File: src/rtl/neighbourhood_difference_descriptor_macros.svh
// assertion macros for the neighbourhood difference descriptor
// expects clk and rst_n in the scope where a macro is used
`ifndef NEIGHBOURHOOD_DIFFERENCE_DESCRIPTOR_MACROS_SVH
`define NEIGHBOURHOOD_DIFFERENCE_DESCRIPTOR_MACROS_SVH

// antecedent in the same cycle implies consequent
`define NDD_ASSERT_IMP(lbl, ante, cons, msg) \
    lbl: assert property (@(posedge clk) disable iff (!rst_n) (ante) |-> (cons)) \
        else $error(msg);

// value stays below a limit whenever en is high
`define NDD_ASSERT_BELOW(lbl, en, val, lim, msg) \
    `NDD_ASSERT_IMP(lbl, en, (val) < (lim), msg)

`endif

File: src/rtl/ndd_pkg.sv
// shared constants, codes and structs of the neighbourhood difference descriptor
// no dependencies
package ndd_pkg;

    localparam int MAX_WIDTH   = 1024;
    localparam int MAX_HEIGHT  = 1024;
    localparam int MAX_RADIUS  = 3;
    localparam int STORE_DEPTH = (2 * MAX_RADIUS + 1) * MAX_WIDTH;
    localparam int ADDR_W      = $clog2(STORE_DEPTH);

    localparam int PIX_W     = 8;
    localparam int DIFF_W    = 9;
    localparam int CH_W      = 6;
    localparam int POS_W     = 10;
    localparam int DIM_W     = 11;
    localparam int RAD_W     = 2;
    localparam int LAG_W     = 12;
    localparam int CFG_IDX_W = 2;
    localparam int OFS_W     = 3;

    localparam logic REQ_PIXEL = 1'b0;
    localparam logic REQ_FLUSH = 1'b1;

    typedef enum logic [CFG_IDX_W-1:0] {
        REG_WIDTH  = 2'd0,
        REG_HEIGHT = 2'd1,
        REG_RADIUS = 2'd2
    } cfg_reg_t;

    typedef struct packed {
        logic              wr_en;
        logic [ADDR_W-1:0] wr_addr;
        logic [PIX_W-1:0]  wr_data;
        logic              rd_en;
        logic [ADDR_W-1:0] rd_addr;
    } ram_req_t;

    typedef struct packed {
        logic signed [DIFF_W-1:0] difference;
        logic [CH_W-1:0]          channel;
        logic [POS_W-1:0]         row;
        logic [POS_W-1:0]         col;
        logic                     last;
    } out_entry_t;

    typedef struct packed {
        logic [1:0] count;
        logic       pop;
    } buf_stat_t;

endpackage

File: src/rtl/ndd_out_buf.sv
// two-entry output buffer: head register drives the result channel, skid behind it
// depends on ndd_pkg
module ndd_out_buf import ndd_pkg::*; (
    input  logic       clk,
    input  logic       rst_n,
    input  logic       push,
    input  out_entry_t push_entry,
    input  logic       out_stall,
    output logic       out_valid,
    output out_entry_t head,
    output buf_stat_t  buf_stat
);

    logic       head_valid_reg;
    logic       skid_valid_reg;
    out_entry_t head_reg;
    out_entry_t skid_reg;
    logic       pop;

    assign pop        = head_valid_reg && !out_stall;
    assign out_valid  = head_valid_reg;
    assign head       = head_reg;
    assign buf_stat.count = {1'b0, head_valid_reg} + {1'b0, skid_valid_reg};
    assign buf_stat.pop   = pop;

    always_ff @(posedge clk or negedge rst_n)
    begin
        if (!rst_n)
        begin
            head_valid_reg <= 1'b0;
            skid_valid_reg <= 1'b0;
        end
        else
        begin
            priority if (push && pop)
            begin
                if (skid_valid_reg)
                begin
                    head_reg <= skid_reg;
                    skid_reg <= push_entry;
                end
                else
                begin
                    head_reg <= push_entry;
                end
            end
            else if (push)
            begin
                if (!head_valid_reg)
                begin
                    head_reg       <= push_entry;
                    head_valid_reg <= 1'b1;
                end
                else
                begin
                    skid_reg       <= push_entry;
                    skid_valid_reg <= 1'b1;
                end
            end
            else if (pop)
            begin
                head_reg       <= skid_reg;
                head_valid_reg <= skid_valid_reg;
                skid_valid_reg <= 1'b0;
            end
            else
            begin
                head_valid_reg <= head_valid_reg;
            end
        end
    end

endmodule

File: config.mk
export PLATFORM = sky130hd
export DESIGN_NAME = ndd_out_buf
export DESIGN_NICKNAME = d
export VERILOG_FILES = /design/src/rtl/neighbourhood_difference_descriptor_macros.svh /design/src/rtl/ndd_pkg.sv /design/src/rtl/ndd_out_buf.sv
export SDC_FILE = /design/constraint.sdc
export NUM_CORES = 1
export LEC_CHECK = 0
export ABC_AREA = 1
export BUFFER_PORTS_ARGS = -buffer_cell sky130_fd_sc_hd__clkbuf_2
export CORE_ASPECT_RATIO = 1.4
export CORE_UTILIZATION = 55
export DETAILED_ROUTE_END_ITERATION = 10
export MAX_ROUTING_LAYER = met4
export PLACE_DENSITY = 0.8
export SYNTH_ARGS = -nofsm -noshare
export SYNTH_HDL_FRONTEND = slang
export SYNTH_SLANG_ARGS = --single-unit
File: constraint.sdc
create_clock -name clk -period 3.43 [get_ports clk]
set_input_delay 0.8575 -clock clk [delete_from_list [all_inputs] [get_ports clk]]
set_output_delay 0.8575 -clock clk [all_outputs]
set_load 0.05 [all_outputs]
==> summary.md <==
| Metric | Value |
|---|---|
| Outcome | `completed` |
| Hold WS | `0.292 ns` |
| Final instance area | `4440 um2` |
| Core area | `6660 um2` |
| Hold Crit Class | `in -> async` |
| Peak supply drop | `596 uV` |
| Pleak | `2.22 nW` |
| # hold bufs at CTS | `0` |
| Yosys top cell area share | `56.8%` |
| Final Hold Fails | `0` |
| Data required, critical path | `2.57 ns` |
| Ys async rst share | `2.70%` |
| First-pass GRT wire length | `14,000 um` |
| Type of destination of the critical path | `output port` |
| Slew HR | `55.2%` |
| Post-route minimum period | `2.40 ns` |
| Cell Chain, Critical Path | `clkbuf_2 -> inv_1 -> nand2_1 -> inv_1 -> clkbuf_2` |
| Gpl congestion | `0.856` |
| Root Driver | `clkbuf_8` |
| CP max-delay cell | `clkbuf_2` |
| Synth-to-layout area growth | `16.7%` |
| Post-CTS Resized | `0` |
| Starting Density | `57.2%` |
| Post-synth cell types | `15` |
| Avg Cell Area, Syn | `8.54 um2` |
| First-pass DRT Iterations | `5` |
| Dominant cell type by area after synthesis | `edfxtp_1` |
| Gr ovfl total | `0` |
| CTS tree | `done` |
| Initial antenna violation count | `0` |
| Startpoint types | `primary input` |
| Antenna viol nets, final | `0` |
| RSZ-0062 raised after global routing | `false` |
| Diodes inserted | `0` |
| Die ar. | `7270 um2` |
| Placed cells | `599` |
| CP Data Arrival Time | `1.54 ns` |
| Critical path peak fanout | `3` |
| Number of setup violations in the final report | `0` |
| Total length of routed wires | `8530 um` |
| Post-place setup slack | `0.727 ns` |
| Tightest Pin Transition | `0.671 ns` |
| Seq/Total Area, Yosys | `58.1%` |
| Ports | `80` |
| Layout cells sized above 1 | `19.9%` |
| Post-route DRC | `0` |
| Setup tns final | `0 ns` |
| Worst-skew pair later-pin latency | `0.35 ns` |
| Synthesis-stage register bit count | `74` |
| Top-count cell post-synth | `nand2_1` |
| Synth warn | `0` |
| Final worst slack | `1.03 ns` |
| Worst r2r src | `out_valid$_DFFE_PN0P_` |
| Via/cell ratio | `5.16` |
| Sink Count | `74` |
| Vias in the first global route | `3,103` |
| Leading cell types by total area after synthesis | `edfxtp_1, nand2_1, nand3_1, inv_1, buf_4` |
| Clock skew | `0.00808 ns` |
| Most used DFF post-synth | `edfxtp_1` |
| Overall power | `2.99 mW` |
| Die height | `100 um` |
| Post-CTS Setup Repair Bufs | `0` |
| Reg clk slew, reported paths | `0.08 ns` |
| Fin util | `66.7%` |
| Post-Layout Cell Count | `615` |
| Crit path buffers/inverters | `4` |
| Post-Syn Nets | `490` |
| Post-Synthesis Cells | `446` |
| Pwr/cell area | `673 nW/um2` |
| H-tree depth | `3` |
| Reg2reg path depth | `7` |
| Slew Limit Fails | `0` |
| Post-synth EDFFs | `72` |
| Via count | `3,176` |
| Final #Nets | `562` |
| Detailed Place HPWL | `5380 um` |
| Port bufs | `79` |
| # rows | `35` |
| GRT Total Usage | `26.4%` |
| Worst R2R End | `skid_reg[34]$_DFFE_PP_` |
| First-iteration detailed-routing DRC count | `206` |
| Crit Path Class | `in -> out` |
| Largest net degree at the start of global routing | `41` |
| Most frequent cells after synthesis | `nand2_1, inv_1, nand3_1` |
| Fin crit share | `69.9%` |
| Largest stage delay, worst path | `0.29 ns` |
| Drt wl/cell | `13.9 um` |
| Top delay family on crit path | `buffers and inverters` |
| CTS Buffer Depth | `2` |
| FMAX | `0.417 GHz` |
| Placed inst area | `4260 um2` |
| Max-Cap Viols | `0` |
| R2R setup slack | `1.29 ns` |
| Synth Cell Area | `3810 um2` |
| Inserted Clock Buffers | `9` |
| Die width | `72.3 um` |
[cell usage in the layout, fill, tap and decap left out, drive strengths merged]
master / synthesis / layout
buf: 23 / 5
dfrtp: 2 / 2
edfxtp: 72 / 72
nand3: 73 / 73
clkinv: 0 / 5
clkbuf: 0 / 88
o21ai: 2 / 2
a21boi: 1 / 1
ha: 4 / 4
inv: 79 / 79
nor2: 1 / 1
bufinv: 0 / 1
a21oi: 1 / 1
nand2: 188 / 188
clkinvlp: 0 / 1
[power by group]
| group | total [mW] | internal, mW | switching, mW |
|---|---|---|---|
| registers | 1.22 | 1.18 | 0.0438 |
| logic | 1.12 | 0.255 | 0.862 |
| clock network | 0.651 | 0.327 | 0.324 |
[layout make-up]
type | instances | area, um2
Timing Repair Buffer | 84 | 458
Inverter | 79 | 302
Clock buffer | 9 | 124
Multi-Input combinational cell | 270 | 1170
Tap cell | 92 | 115
Fill cell | 559 | 2210
Clock inverter | 7 | 60.1
Sequential cell | 74 | 2210
[layer usage]
metal / GRT usage [%] / vias to the layer above / part of all wire, %
met5: - / - / 0
met4: 15.2 / 0 / 3.0
met3: 4.00 / 22 / 5.7
met2: 43.4 / 135 / 52
met1: 30.7 / 1481 / 40
li1: - / 1538 / -
[worst max-delay path by stage]
| stage | startpoint | end | slack [ns] | cells past startpoint |
|---|---|---|---|---|
| floorplan | push | head[0]$_DFFE_PP_ | 0.01 | 4 |
| global placement | push | skid_reg[18]$_DFFE_PP_ | 0.77 | 5 |
| detailed placement | push | skid_reg[21]$_DFFE_PP_ | 0.73 | 5 |
| CTS | out_stall | buf_stat[0] | 1.04 | 5 |
| global route | push | skid_reg[34]$_DFFE_PP_ | 0.97 | 5 |
| finish | out_stall | buf_stat[0] | 1.03 | 5 |
[cells by family (layout without fill, tap and decap cells)]
kind of cell / count (synthesis) / after routing / synth area share [%]
AND/OR/NAND/NOR: 262 / 262 / 28.2
AO/OA/AOI/OAI: 4 / 4 / 0.690
buffers and inverters: 102 / 179 / 11.7
adder cells (fa/ha/maj): 4 / 4 / 1.31
flip-flops: 74 / 74 / 58.1
Note: power is estimated with default switching activity, not from simulation.
